File: src/hdl/tgp_pkg.sv
// Package for the turtle grid plotter: grid geometry, command and heading
// codes, and the queue entry type. No dependencies.
`default_nettype none

package tgp_pkg;

    localparam int ROWS     = 32;
    localparam int COLS     = 32;
    localparam int EMIT_MAX = 32;
    localparam int EMIT_N   = (ROWS < EMIT_MAX) ? ROWS : EMIT_MAX;

    localparam int ROW_W  = $clog2(ROWS);
    localparam int COL_W  = $clog2(COLS);
    localparam int MODE_W = 3;
    localparam int STEP_W = 8;
    localparam int IDX_W  = 5;
    localparam int BITS_W = 32;

    localparam int QDEPTH = 4;
    localparam int QPTR_W = $clog2(QDEPTH);

    localparam logic [MODE_W-1:0] MODE_PEN_UP   = 3'd0;
    localparam logic [MODE_W-1:0] MODE_PEN_DOWN = 3'd1;
    localparam logic [MODE_W-1:0] MODE_TURN_R   = 3'd2;
    localparam logic [MODE_W-1:0] MODE_TURN_L   = 3'd3;
    localparam logic [MODE_W-1:0] MODE_MOVE     = 3'd4;
    localparam logic [MODE_W-1:0] MODE_PRINT    = 3'd5;

    typedef enum logic [2:0] {
        CMD_PEN_UP,
        CMD_PEN_DOWN,
        CMD_TURN_R,
        CMD_TURN_L,
        CMD_MOVE,
        CMD_PRINT
    } t_cmd;

    typedef enum logic [1:0] {
        HD_RIGHT,
        HD_DOWN,
        HD_LEFT,
        HD_UP
    } t_heading;

    typedef enum logic [1:0] {
        ST_IDLE,
        ST_MOVE,
        ST_PRINT
    } t_state;

    typedef struct packed {
        t_cmd              op;
        logic [STEP_W-1:0] steps;
    } t_cmd_item;

endpackage

`default_nettype wire

File: src/hdl/tgp_if.sv
// Channel interfaces of the turtle grid plotter: command input and row output.
// Depends on tgp_pkg for field widths.
`default_nettype none

interface tgp_in_if;
    logic                        valid;
    logic                        ready;
    logic [tgp_pkg::MODE_W-1:0]  mode;
    logic [tgp_pkg::STEP_W-1:0]  steps;

    modport source (output valid, output mode, output steps, input ready);
    modport sink   (input valid, input mode, input steps, output ready);
endinterface

interface tgp_out_if;
    logic                        valid;
    logic                        ready;
    logic [tgp_pkg::IDX_W-1:0]   row_index;
    logic [tgp_pkg::BITS_W-1:0]  row_bits;
    logic                        last_row;

    modport source (output valid, output row_index, output row_bits, output last_row,
                    input ready);
    modport sink   (input valid, input row_index, input row_bits, input last_row,
                    output ready);
endinterface

`default_nettype wire

File: src/hdl/turtle_grid_plotter_top.sv
// Top level of the turtle grid plotter: front end, command queue, back end.
// Depends on tgp_pkg, tgp_if, tgp_front, tgp_fifo and tgp_back.
//
// Usage:
//   i_cmd carries one command per transaction (mode, steps). o_row carries
//   the rows of a print, row 0 first, last_row set on the final row.
//   Commands enter a four-entry queue; the input stalls only when it is full.
//   Pen up, pen down and turns complete as they leave the queue. A move
//   leaves the queue, then the back end steps it cell by cell, only for the
//   cells left after clipping at the grid edge.
//   Moves of zero steps and unused modes are dropped at the input.
//   A print reads the grid memory one row per cycle, while the receiver does
//   not stall, through a registered read stage and an output register, and
//   always emits all 32 rows of the grid.
//   When the receiver stalls, the output register and read stage hold and
//   the row sequencer pauses; later commands wait in the queue.
//   Reset clears position, heading (right), pen, queue and the row valid
//   bits, so the grid reads as all zero at once with no clearing pass.
`default_nettype none

module turtle_grid_plotter_top (
    input  logic       i_clk,
    input  logic       i_rst_n,
    tgp_in_if.sink     i_cmd,
    tgp_out_if.source  o_row
);

    logic                q_push;
    logic                q_full;
    logic                q_pop;
    logic                q_empty;
    tgp_pkg::t_cmd_item  q_in_item;
    tgp_pkg::t_cmd_item  q_out_item;

    tgp_front u_front (
        .i_cmd  (i_cmd),
        .i_full (q_full),
        .o_push (q_push),
        .o_item (q_in_item)
    );

    tgp_fifo u_fifo (
        .i_clk   (i_clk),
        .i_rst_n (i_rst_n),
        .i_push  (q_push),
        .i_item  (q_in_item),
        .o_full  (q_full),
        .i_pop   (q_pop),
        .o_item  (q_out_item),
        .o_empty (q_empty)
    );

    tgp_back u_back (
        .i_clk   (i_clk),
        .i_rst_n (i_rst_n),
        .i_item  (q_out_item),
        .i_empty (q_empty),
        .o_pop   (q_pop),
        .o_row   (o_row)
    );

endmodule

`default_nettype wire

File: src/hdl/tgp_front.sv
// Front end: accepts command transactions, decodes the mode and drops
// commands without effect. Depends on tgp_pkg and tgp_in_if.
`default_nettype none

module tgp_front (
    tgp_in_if.sink              i_cmd,
    input  logic                i_full,
    output logic                o_push,
    output tgp_pkg::t_cmd_item  o_item
);

    logic keep;

    assign i_cmd.ready = !i_full;

    always_comb begin
        o_item.steps = i_cmd.steps;
        o_item.op    = tgp_pkg::CMD_PEN_UP;
        keep         = 1'b1;
        case (i_cmd.mode)
            tgp_pkg::MODE_PEN_UP:   o_item.op = tgp_pkg::CMD_PEN_UP;
            tgp_pkg::MODE_PEN_DOWN: o_item.op = tgp_pkg::CMD_PEN_DOWN;
            tgp_pkg::MODE_TURN_R:   o_item.op = tgp_pkg::CMD_TURN_R;
            tgp_pkg::MODE_TURN_L:   o_item.op = tgp_pkg::CMD_TURN_L;
            tgp_pkg::MODE_MOVE: begin
                o_item.op = tgp_pkg::CMD_MOVE;
                keep      = (i_cmd.steps != '0);
            end
            tgp_pkg::MODE_PRINT:    o_item.op = tgp_pkg::CMD_PRINT;
            default:                keep = 1'b0;
        endcase
    end

    assign o_push = i_cmd.valid && !i_full && keep;

endmodule

`default_nettype wire

File: src/hdl/tgp_fifo.sv
// Short command queue between front and back end.
// Depends on tgp_pkg for the entry type and depth.
`default_nettype none

module tgp_fifo (
    input  logic                i_clk,
    input  logic                i_rst_n,
    input  logic                i_push,
    input  tgp_pkg::t_cmd_item  i_item,
    output logic                o_full,
    input  logic                i_pop,
    output tgp_pkg::t_cmd_item  o_item,
    output logic                o_empty
);

    tgp_pkg::t_cmd_item          r_mem [tgp_pkg::QDEPTH];
    logic [tgp_pkg::QPTR_W-1:0]  r_wr_ptr;
    logic [tgp_pkg::QPTR_W-1:0]  r_rd_ptr;
    logic [tgp_pkg::QPTR_W:0]    r_cnt;
    logic [tgp_pkg::QPTR_W:0]    n_cnt;

    assign o_full  = (r_cnt == (tgp_pkg::QPTR_W+1)'(tgp_pkg::QDEPTH));
    assign o_empty = (r_cnt == '0);
    assign o_item  = r_mem[r_rd_ptr];

    always_comb begin
        n_cnt = r_cnt;
        if (i_push && !i_pop) begin
            n_cnt = r_cnt + (tgp_pkg::QPTR_W+1)'(1);
        end else if (!i_push && i_pop) begin
            n_cnt = r_cnt - (tgp_pkg::QPTR_W+1)'(1);
        end
    end

    always_ff @(posedge i_clk) begin
        if (!i_rst_n) begin
            r_wr_ptr <= '0;
            r_rd_ptr <= '0;
            r_cnt    <= '0;
        end else begin
            r_cnt <= n_cnt;
            if (i_push) begin
                r_wr_ptr <= r_wr_ptr + tgp_pkg::QPTR_W'(1);
            end
            if (i_pop) begin
                r_rd_ptr <= r_rd_ptr + tgp_pkg::QPTR_W'(1);
            end
        end
    end

    always_ff @(posedge i_clk) begin
        if (i_push) begin
            r_mem[r_wr_ptr] <= i_item;
        end
    end

endmodule

`default_nettype wire

File: src/hdl/tgp_back.sv
// Back end: turtle state, grid memory with row valid bits, move sequencer
// and print pipeline. Depends on tgp_pkg and tgp_out_if.
`default_nettype none

module tgp_back (
    input  logic                i_clk,
    input  logic                i_rst_n,
    input  tgp_pkg::t_cmd_item  i_item,
    input  logic                i_empty,
    output logic                o_pop,
    tgp_out_if.source           o_row
);

    localparam logic [tgp_pkg::ROW_W-1:0] ROW_LAST = tgp_pkg::ROW_W'(tgp_pkg::ROWS - 1);
    localparam logic [tgp_pkg::COL_W-1:0] COL_LAST = tgp_pkg::COL_W'(tgp_pkg::COLS - 1);
    localparam logic [tgp_pkg::ROW_W-1:0] PR_LAST  = tgp_pkg::ROW_W'(tgp_pkg::EMIT_N - 1);
    localparam logic [tgp_pkg::COLS-1:0]  BIT_ONE  = tgp_pkg::COLS'(1);

    tgp_pkg::t_state              r_state, n_state;
    tgp_pkg::t_heading            r_heading, n_heading;
    logic [tgp_pkg::ROW_W-1:0]    r_pos_row, n_pos_row;
    logic [tgp_pkg::COL_W-1:0]    r_pos_col, n_pos_col;
    logic                         r_pen, n_pen;
    logic [tgp_pkg::STEP_W-1:0]   r_cnt, n_cnt;
    logic [tgp_pkg::ROW_W-1:0]    r_pr_idx, n_pr_idx;

    logic [tgp_pkg::COLS-1:0]     r_mem [tgp_pkg::ROWS];
    logic [tgp_pkg::ROWS-1:0]     r_row_vld;

    logic                         wr_en;
    logic [tgp_pkg::ROW_W-1:0]    wr_row;
    logic [tgp_pkg::COL_W-1:0]    wr_col;
    logic [tgp_pkg::COLS-1:0]     wr_bit;
    logic [tgp_pkg::COLS-1:0]     wr_mask;
    logic                         rd_en;
    logic [tgp_pkg::ROW_W-1:0]    rd_row;

    logic                         r_a_vld;
    logic [tgp_pkg::ROW_W-1:0]    r_a_row;
    logic                         r_a_last;
    logic                         r_a_ok;
    logic [tgp_pkg::COLS-1:0]     r_a_data;

    logic                         r_b_vld;
    logic [tgp_pkg::ROW_W-1:0]    r_b_row;
    logic                         r_b_last;
    logic [tgp_pkg::BITS_W-1:0]   r_b_bits;

    logic                         b_take;
    logic                         b_free;
    logic                         a_move;
    logic                         a_free;

    logic [tgp_pkg::STEP_W-1:0]   room;
    logic [tgp_pkg::STEP_W-1:0]   clip;
    logic [tgp_pkg::ROW_W-1:0]    stp_row;
    logic [tgp_pkg::COL_W-1:0]    stp_col;

    assign b_take = r_b_vld && o_row.ready;
    assign b_free = !r_b_vld || b_take;
    assign a_move = r_a_vld && b_free;
    assign a_free = !r_a_vld || a_move;

    assign o_row.valid     = r_b_vld;
    assign o_row.row_index = tgp_pkg::IDX_W'(r_b_row);
    assign o_row.row_bits  = r_b_bits;
    assign o_row.last_row  = r_b_last;

    assign wr_bit  = BIT_ONE << wr_col;
    assign wr_mask = r_row_vld[wr_row] ? wr_bit : '1;

    // distance to the edge in the current heading, then clip the move
    always_comb begin
        case (r_heading)
            tgp_pkg::HD_RIGHT: room = tgp_pkg::STEP_W'(COL_LAST - r_pos_col);
            tgp_pkg::HD_DOWN:  room = tgp_pkg::STEP_W'(ROW_LAST - r_pos_row);
            tgp_pkg::HD_LEFT:  room = tgp_pkg::STEP_W'(r_pos_col);
            default:           room = tgp_pkg::STEP_W'(r_pos_row);
        endcase
        clip = (i_item.steps > room) ? room : i_item.steps;
    end

    always_comb begin
        stp_row = r_pos_row;
        stp_col = r_pos_col;
        case (r_heading)
            tgp_pkg::HD_RIGHT: stp_col = r_pos_col + tgp_pkg::COL_W'(1);
            tgp_pkg::HD_DOWN:  stp_row = r_pos_row + tgp_pkg::ROW_W'(1);
            tgp_pkg::HD_LEFT:  stp_col = r_pos_col - tgp_pkg::COL_W'(1);
            default:           stp_row = r_pos_row - tgp_pkg::ROW_W'(1);
        endcase
    end

    always_comb begin
        n_state   = r_state;
        n_heading = r_heading;
        n_pos_row = r_pos_row;
        n_pos_col = r_pos_col;
        n_pen     = r_pen;
        n_cnt     = r_cnt;
        n_pr_idx  = r_pr_idx;
        o_pop     = 1'b0;
        wr_en     = 1'b0;
        wr_row    = r_pos_row;
        wr_col    = r_pos_col;
        rd_en     = 1'b0;
        rd_row    = r_pr_idx;
        case (r_state)
            tgp_pkg::ST_IDLE: begin
                if (!i_empty) begin
                    o_pop = 1'b1;
                    case (i_item.op)
                        tgp_pkg::CMD_PEN_UP:   n_pen = 1'b0;
                        tgp_pkg::CMD_PEN_DOWN: begin
                            n_pen = 1'b1;
                            wr_en = 1'b1;
                        end
                        tgp_pkg::CMD_TURN_R:
                            n_heading = tgp_pkg::t_heading'(r_heading + 2'd1);
                        tgp_pkg::CMD_TURN_L:
                            n_heading = tgp_pkg::t_heading'(r_heading + 2'd3);
                        tgp_pkg::CMD_MOVE: begin
                            if (clip != '0) begin
                                n_cnt   = clip;
                                n_state = tgp_pkg::ST_MOVE;
                            end
                        end
                        tgp_pkg::CMD_PRINT: begin
                            n_pr_idx = '0;
                            n_state  = tgp_pkg::ST_PRINT;
                        end
                        default: ;
                    endcase
                end
            end
            tgp_pkg::ST_MOVE: begin
                n_pos_row = stp_row;
                n_pos_col = stp_col;
                wr_en     = r_pen;
                wr_row    = stp_row;
                wr_col    = stp_col;
                n_cnt     = r_cnt - tgp_pkg::STEP_W'(1);
                if (r_cnt == tgp_pkg::STEP_W'(1)) begin
                    n_state = tgp_pkg::ST_IDLE;
                end
            end
            tgp_pkg::ST_PRINT: begin
                if (a_free) begin
                    rd_en    = 1'b1;
                    n_pr_idx = r_pr_idx + tgp_pkg::ROW_W'(1);
                    if (r_pr_idx == PR_LAST) begin
                        n_pr_idx = '0;
                        n_state  = tgp_pkg::ST_IDLE;
                    end
                end
            end
            default: n_state = tgp_pkg::ST_IDLE;
        endcase
    end

    always_ff @(posedge i_clk) begin
        if (!i_rst_n) begin
            r_state   <= tgp_pkg::ST_IDLE;
            r_heading <= tgp_pkg::HD_RIGHT;
            r_pos_row <= '0;
            r_pos_col <= '0;
            r_pen     <= 1'b0;
            r_cnt     <= '0;
            r_pr_idx  <= '0;
            r_row_vld <= '0;
            r_a_vld   <= 1'b0;
            r_b_vld   <= 1'b0;
        end else begin
            r_state   <= n_state;
            r_heading <= n_heading;
            r_pos_row <= n_pos_row;
            r_pos_col <= n_pos_col;
            r_pen     <= n_pen;
            r_cnt     <= n_cnt;
            r_pr_idx  <= n_pr_idx;
            if (wr_en) begin
                r_row_vld[wr_row] <= 1'b1;
            end
            if (rd_en) begin
                r_a_vld <= 1'b1;
            end else if (a_move) begin
                r_a_vld <= 1'b0;
            end
            if (a_move) begin
                r_b_vld <= 1'b1;
            end else if (b_take) begin
                r_b_vld <= 1'b0;
            end
        end
    end

    always_ff @(posedge i_clk) begin
        if (wr_en) begin
            for (int c = 0; c < tgp_pkg::COLS; c++) begin
                if (wr_mask[c]) begin
                    r_mem[wr_row][c] <= wr_bit[c];
                end
            end
        end
        if (rd_en) begin
            r_a_data <= r_mem[rd_row];
        end
    end

    always_ff @(posedge i_clk) begin
        if (rd_en) begin
            r_a_row  <= rd_row;
            r_a_last <= (rd_row == PR_LAST);
            r_a_ok   <= r_row_vld[rd_row];
        end
        if (a_move) begin
            r_b_row  <= r_a_row;
            r_b_last <= r_a_last;
            r_b_bits <= r_a_ok ? tgp_pkg::BITS_W'(r_a_data) : '0;
        end
    end

    a_move_count : assert property (@(posedge i_clk) disable iff (!i_rst_n)
        (r_state == tgp_pkg::ST_MOVE) |-> (r_cnt != '0))
        else $error("move sequencer active with zero steps left");

    a_no_write_in_print : assert property (@(posedge i_clk) disable iff (!i_rst_n)
        (r_state == tgp_pkg::ST_PRINT) |-> !wr_en)
        else $error("grid written during print");

    a_last_index : assert property (@(posedge i_clk) disable iff (!i_rst_n)
        (o_row.valid && o_row.last_row) |-> (r_b_row == PR_LAST))
        else $error("last row flag on wrong row");

    a_pos_range : assert property (@(posedge i_clk) disable iff (!i_rst_n)
        (r_pos_row <= ROW_LAST) && (r_pos_col <= COL_LAST))
        else $error("turtle outside the grid");

    a_pop_nonempty : assert property (@(posedge i_clk) disable iff (!i_rst_n)
        o_pop |-> !i_empty)
        else $error("pop from empty queue");

endmodule

`default_nettype wire
File: src/flat_wrapper.sv
// flat-port wrapper written by rule: the top's interface ports become plain ports
module turtle_grid_plotter_top_flat 
  (i_clk, i_rst_n, i_cmd_valid, i_cmd_mode, i_cmd_steps, i_cmd_ready, o_row_valid, o_row_row_index, o_row_row_bits, o_row_last_row, o_row_ready);
  tgp_in_if i_cmd_i ();
  tgp_out_if o_row_i ();
  input  logic i_clk;
  input  logic i_rst_n;
  input wire logic [$bits(i_cmd_i.valid)-1:0] i_cmd_valid;
  input wire logic [$bits(i_cmd_i.mode)-1:0] i_cmd_mode;
  input wire logic [$bits(i_cmd_i.steps)-1:0] i_cmd_steps;
  output wire logic [$bits(i_cmd_i.ready)-1:0] i_cmd_ready;
  output wire logic [$bits(o_row_i.valid)-1:0] o_row_valid;
  output wire logic [$bits(o_row_i.row_index)-1:0] o_row_row_index;
  output wire logic [$bits(o_row_i.row_bits)-1:0] o_row_row_bits;
  output wire logic [$bits(o_row_i.last_row)-1:0] o_row_last_row;
  input wire logic [$bits(o_row_i.ready)-1:0] o_row_ready;
  assign i_cmd_i.valid = i_cmd_valid;
  assign i_cmd_i.mode = i_cmd_mode;
  assign i_cmd_i.steps = i_cmd_steps;
  assign i_cmd_ready = i_cmd_i.ready;
  assign o_row_valid = o_row_i.valid;
  assign o_row_row_index = o_row_i.row_index;
  assign o_row_row_bits = o_row_i.row_bits;
  assign o_row_last_row = o_row_i.last_row;
  assign o_row_i.ready = o_row_ready;
  turtle_grid_plotter_top u_core (.i_clk(i_clk), .i_rst_n(i_rst_n), .i_cmd(i_cmd_i), .o_row(o_row_i));
endmodule
File: config.mk
export PLATFORM = sky130hd
export DESIGN_NAME = turtle_grid_plotter_top_flat
export DESIGN_NICKNAME = d
export VERILOG_FILES = /design/src/hdl/tgp_pkg.sv /design/src/hdl/tgp_if.sv /design/src/hdl/turtle_grid_plotter_top.sv /design/src/hdl/tgp_front.sv /design/src/hdl/tgp_fifo.sv /design/src/hdl/tgp_back.sv /design/src/flat_wrapper.sv
export SDC_FILE = /design/constraint.sdc
export NUM_CORES = 2
export LEC_CHECK = 0
export BUFFER_PORTS_ARGS = -buffer_cell sky130_fd_sc_hd__buf_2
export CAP_MARGIN = 30
export CORE_ASPECT_RATIO = 0.7
export CORE_MARGIN = 3
export CORE_UTILIZATION = 45
export DETAILED_ROUTE_END_ITERATION = 10
export GPL_ROUTABILITY_DRIVEN = 0
export PLACE_DENSITY_LB_ADDON = 0.25
export SYNTH_ARGS = -nofsm -noshare
export SYNTH_HDL_FRONTEND = slang
export SYNTH_SLANG_ARGS = --single-unit
File: constraint.sdc
create_clock -name i_clk -period 13.3 [get_ports i_clk]
set_clock_uncertainty 0.2 [all_clocks]
set_input_delay 1.33 -clock i_clk [delete_from_list [all_inputs] [get_ports i_clk]]
set_output_delay 1.33 -clock i_clk [all_outputs]
set_load 0.01 [all_outputs]
; ---- Yosys cells after proc, flatten, opt, wreduce, memory -nomap -nowiden
; Memory sizes are Yosys's and may differ from the RTL's. A register that Yosys moved wholly into a read port is not among the register bits.
; Cells that the tools add are included.
; W data, S select, Z words.
[word_totals]
regBits = 114
ramBits = 1068
in_bits = 15
out_inout_bits = 40
elab_cells = 249
n_memories = 2
[op_classes]
add_sub_neg = 14
n_lt_le_gt_ge = 4
n_eq_ne = 26
shifts = 1
muxes = 146
n_bitwise = 2
reduce_logical = 35
[mem_list]
columns = name, words, width, read_ports, rd_ports_with_merged_regs, wr, line
row1 = u_core.u_back.r_mem, 32, 32, 1, 1, 1, tgp_back.sv:27  ; logic [tgp_pkg::COLS-1:0] r_mem [tgp_pkg::ROWS];
row2 = u_core.u_fifo.r_mem, 4, 11, 1, 1, 1, tgp_fifo.sv:16  ; tgp_pkg::t_cmd_item r_mem [tgp_pkg::QDEPTH];
[op_table]
columns = operator, n
row1 = $mux W1, 111
row2 = $mux W32, 1
row3 = $mux W8, 4
row4 = $or A32 B32 Y32, 1
row5 = $shl A1 B5 Y32 const A, 1
row6 = $mux W5, 6
row7 = $pmux W5 S2, 3
row8 = $pmux W8 S3, 1
row9 = $pmux W8 S2, 1
row10 = $reduce_bool A8 Y1, 2
row11 = $add A5 B1 Y5 const B, 3
row12 = $eq A3 B3 Y1 const B, 5
row13 = $pmux W3 S5, 1
row14 = $mux W2, 7
row15 = $reduce_bool A2 Y1, 7
row16 = $eq A3 B2 Y1 const B, 4
row17 = $lt A5 B6 Y1 const B, 2
row18 = $sub A5 B5 Y6 const A, 2
row19 = $bmux W1 S5, 2
row20 = $ne A2 B2 Y1 const B, 5
row21 = $sub A5 B1 Y5 const B, 2
row22 = $logic_not A3 Y1, 3
row23 = $eq A8 B1 Y1 const B, 1
row24 = $gt A8 B8 Y1, 1
row25 = 28 further kinds, 52

; ---- Longest topological paths before layout
[logic_depth]
ltp_word = 10
depth_mapped = 15
mapped_depth_nobuf = 14

; ---- Hierarchy
; A second synthesis with hierarchy kept.
[unflattened]
hier_cells = 3633
hier_area_um2 = 54255.8
[modules_own_cells]
columns = mod, n_inst, cells_each, area_per_inst_um2
row1 = tgp_back, 1, 3515, 52088.7
row2 = tgp_fifo, 1, 100, 2034.5
row3 = tgp_front, 1, 18, 132.6

; ---- Least setup slack after synthesis
; OpenSTA, ideal clock, no wires.
[synth_timing]
kind = input -> register
start = input port o_row_ready
end = register u_core.u_back.r_pr_idx[2] (netlist bit)
setup_time_ns = 0.070
t_arrival_ns = 4.889
t_required_ns = 13.030
setup_slack_ns = 8.141
stages = 6
path_cell_list = nor2b_1 -> a21oi_1 -> o22ai_1 -> or3_1 -> or3b_2 -> a21oi_1
[synth_between]
elab_chain_cells = 6
[synth_rtl]
columns = item, line
row1 = from (decl), flat_wrapper.sv:16  ; input wire logic [$bits(o_row_i.ready)-1:0] o_row_ready;
row2 = $logic_and A1 B1 Y1, tgp_back.sv:59  ; assign b_take = r_b_vld && o_row.ready;
row3 = $logic_or A1 B1 Y1, tgp_back.sv:60  ; assign b_free = !r_b_vld || b_take;
row4 = $logic_and A1 B1 Y1, tgp_back.sv:61  ; assign a_move = r_a_vld && b_free;
row5 = $logic_or A1 B1 Y1, tgp_back.sv:62  ; assign a_free = !r_a_vld || a_move;
row6 = $ne A2 B2 Y1 (no source line), --
row7 = $reduce_and A4 Y1 (no source line), --
row8 = to (signal assigned), tgp_back.sv:180  ; r_pr_idx <= n_pr_idx;
row9 = to (decl), tgp_back.sv:25  ; logic [tgp_pkg::ROW_W-1:0] r_pr_idx, n_pr_idx;
; Every way passes these cells.
; A chain may end at the register's enable or synchronous reset.

; ---- Final worst setup path
[layout_timing]
start = register u_core.u_back.r_heading[0]
end = memory u_core.u_back.r_mem[25][21] (netlist bit) (enable)
[layout_between]
elab_chain_cells = 10
word_cells_on_any_way = 15
[layout_rtl]
columns = item, line
row1 = from (decl), tgp_back.sv:20  ; tgp_pkg::t_heading r_heading, n_heading;
row2 = from (signal assigned), tgp_back.sv:164  ; r_heading <= tgp_pkg::HD_RIGHT;
row3 = from (signal assigned), tgp_back.sv:175  ; r_heading <= n_heading;
row4 = $eq A2 B2 Y1 / $logic_not A2 Y1 (equally long branches), tgp_back.sv:86  ; case (r_heading)
row5 = $reduce_or A2 Y1 (no source line), --
row6 = $pmux W5 S2, tgp_back.sv:86
row7 = $mux W5, --
row8 = $bmux W1 S5, tgp_back.sv:70  ; assign wr_mask = r_row_vld[wr_row] ? wr_bit : '1;
row9 = $mux W1 (implied by the code), tgp_back.sv:70
row10 = $mux W32, tgp_back.sv:70
row11 = $mux W1, tgp_back.sv:200  ; if (wr_mask[c]) begin
row12 = $mux W1, tgp_back.sv:198  ; if (wr_en) begin
row13 = $mux W1 (implied by the code), tgp_back.sv:201  ; r_mem[wr_row][c] <= wr_bit[c];
row14 = to (decl), tgp_back.sv:27
; Parallel ways exist; a longest one is shown, timed or not. The select of a mux whose other input is x is not followed.

==> impl_metrics.ini <==
[run_status]
status = completed

[clock_tree]
cts_tree = done
clock_latency_ns = 0.74
cts_buffers = 117
h-tree-depth = 3
post_cts_buffers = 0
ctsRootBufferMaster = clkbuf_16
path_clk_slew_ns = 0.07
cts.repair.resized = 0
ctsLongestPathBuffers = 3
ctsHoldBuffers = 0
cts_sinks = 1216

[die]
rows = 105
io_pins = 55
die_w_um = 420
core_region_area_sq_um = 118000
fp.dieH_um = 296
die-area_sq_um = 124000
initial_core_util_pct = 45.7

[placed_design]
hpwl_um = 73600
portBuffers = 54
placed_cells = 4931
placed_area_sq_um = 55600

[critical_path]
rr_startpoint = u_core.u_back.r_heading[0]
start_kind = flip-flop
required_ns = 13.56
r2r_cells = 12
path_cells = nor2b_1 > inv_1 > fa_1 > nand4b_1 > a2bb2oi_1 > o22ai_1 > o211ai_1 > nand3_4 > buf_4 > a2111oi_4 > buf_4 > nor2_1
cp_top_family = compound AO/OA/AOI/OAI gates
r2r_slack_ns = 7.15
worst-path-buf-inv = 3
cp_slowest_cell = a2111oi_4
slowest_delay_ns = 0.93
setup.worst_path.start = u_core.u_back.r_heading[0]
worst_setup_path_end_kind = flip-flop
cp-endpoint = u_core.u_back.r_mem[25][21]
critPathArrivalTime_ns = 6.41
cp.depth = 12
crit_type = flip-flop to flip-flop
r2r_end = u_core.u_back.r_mem[25][21]
crit_fanout = 22
path_common_cell = buf_4

[sta]
fmax_mhz = 163
finalSetupTns_ns = 0
final.period_utilization_pct = 46.2
finalSetupViolCount = 0
timing.final.hold_violations = 0
min_period_ns = 6.15
rsz0062_at_grt = false
hold_ws_ns = 0.221
drv_slew = 0
tightest_slew_ns = 1.04
maxSlewHeadroom_pct = 30.5

[global_routing]
grt_use_total_pct = 22.8
antenna_found_initial = 4
overflow = 0
grt_pass1_vias = 29605
use_met3_pct = 5.48
top_usage_layer = met2
grt_pass1_wl_um = 205000
grt_max_degree = 148
met2_usage_pct = 34.2
grt_util_met1_pct = 34.1

[yosys]
yosysTopAreaCell = edfxtp_1
synthCells = 3514
synth.ff_latch_count = 1216
synth_area_sq_um = 54000
synth_fp_nets = 3560
netlist_top_cells_count = edfxtp_1 (1,145), nor2_1 (1,008), mux4_2 (337), clkbuf_1 (167), buf_6 (97)
ys_top_cells_by_area = edfxtp_1 (64%), mux4_2 (14%), nor2_1 (7.0%), dfxtp_1 (2.6%), buf_6 (2.0%)
ys_seq_area_share_pct = 66.3
synth_edf_count = 1145
ys_warn_count = 0
synth_most_common_cell = edfxtp_1
synthArstFlopShare_pct = 0
synth_top_area_share_pct = 63.7
ys_types = 69
ys.flop_type = edfxtp_1
avgSynthCellArea_sq_um = 15.4

[power_and_ir_drop]
swShare_pct = 27.0
leakage_uw = 0.0220
vdd_drop_max_uv = 109
pwr-share-clk_pct = 37.0
power_switching_uw = 2400
power_frac_comb_pct = 14.3
p_int_uw = 6500
powerDensity_nw_per_um2 = 150
seq_power_share_pct = 48.8

[layout]
layout-drive-gt1-share_pct = 25.6
diodes = 0
multi_input_area_sq_um = 16300
layout-area-overhead-vs-synth_pct = 9.94
fin_util_pct = 50.2
fillerInstances = 9951
stdcell_count = 5142
design_area_sq_um = 59300
seq_area_sq_um = 35800
nets = 3546

[min_path]
hold_class = flip-flop to flip-flop

[detailed_routing]
drc_errors = 0
postRouteAntennaNets = 0
drt_wl_total_um = 141000
vias = 30538
viasPerCell = 5.94
firstDrtPassIters = 7
routedWlPerCell_um = 27.3
drt_iter0_markers = 3848

[job]
drv_cap = 0
cell type report:
type / count / area share, %
Clock buffer: 139 / 5.16
Clock inverter: 71 / 1.08
Inverter: 55 / 0.348
Multi-Input combinational cell: 1931 / 27.5
Sequential cell: 1216 / 60.4
Tap cell: 1551 / 3.27
Timing Repair Buffer: 179 / 2.31
flip-flops by register name, summed over array words and instances, names as in the netlist, 3 cells and up, named ones only:
| signal | cells |
|---|---|
| u_core.u_back.o_row.row_bits | 32 |
| u_core.u_back.r_pos_row | 5 |
| u_core.u_back.r_row_vld | 32 |
| u_core.u_back.r_a_data | 32 |
| u_core.u_fifo.r_cnt | 3 |
| u_core.u_back.r_pos_col | 5 |
| u_core.u_back.o_row.row_index | 5 |
| u_core.u_back.r_cnt | 8 |
| u_core.u_back.r_a_row | 5 |
| u_core.u_fifo.r_mem | 44 |
| u_core.u_back.r_mem | 1024 |
| u_core.u_back.r_pr_idx | 5 |
how the worst min path moves through the flow:
| stage | startpoint | to | cells after the start |
|---|---|---|---|
| final | u_core.u_back.r_a_row[4] | u_core.u_back.o_row.row_index[4] | 0 |
| after global routing | u_core.u_back.r_a_row[4] | u_core.u_back.o_row.row_index[4] | 0 |
| after CTS | u_core.u_back.r_a_row[4] | u_core.u_back.o_row.row_index[4] | 0 |
| after detailed placement | u_core.u_back.r_a_row[4] | u_core.u_back.o_row.row_index[4] | 0 |
| after global placement | u_core.u_back.r_a_row[4] | u_core.u_back.o_row.row_index[4] | 0 |
| after floorplan | u_core.u_back.r_a_last | u_core.u_back.o_row.last_row | 0 |
placed cells by master, fill, tap and decap left out, drive strengths merged, types with 13 or more instances in the layout:
| cell type | instances |
|---|---|
| and2 | 49 |
| nor2 | 1088 |
| o22ai | 16 |
| dfxtp | 71 |
| nand2 | 83 |
| a2111oi | 34 |
| mux4 | 337 |
| nand3 | 13 |
| edfxtp | 1145 |
| o21ai | 24 |
| mux2 | 35 |
| a21oi | 74 |
| ha | 28 |
| clkbuf | 139 |
| nor3 | 14 |
| clkinv | 51 |
| buf | 179 |
| inv | 58 |
power groups by stage:
stage | logic, uW | clock network [uW] | registers (uW)
after global routing | 1380 | 3500 | 4350
final | 1270 | 3290 | 4340
after detailed placement | 1260 | 0 | 4420
after global placement | 1250 | 0 | 4420
after CTS | 1260 | 3350 | 4340
after floorplan | 1100 | 0 | 4390
logic make-up (layout without fill, tap and decap cells):
group | Yosys count | in the layout | share of synthesized area, %
AND/OR/NAND/NOR | 1300 | 1300 | 10.0
XOR/XNOR | 14 | 14 | 0.227
AO/OA/AOI/OAI | 204 | 204 | 3.66
adder cells (fa/ha/maj) | 31 | 31 | 0.760
buffers and inverters | 367 | 444 | 3.99
flip-flops | 1216 | 1216 | 66.3
multiplexers | 382 | 382 | 15.0
per-layer routing:
metal	routed length, um	share of wire, %
met3	12900	9.2
met2	63100	45
met1	62100	44
met4	2490	1.8
met5	0	0
stage by stage:
stage	setup slack [ns]	total power, uW
global route	6.84	9230
global placement	7.41	5670
detailed placement	7.23	5680
CTS	7.22	8950
floorplan	8.14	5490
finish	7.15	8900
No activity file was read; power rests on OpenSTA's default activity.
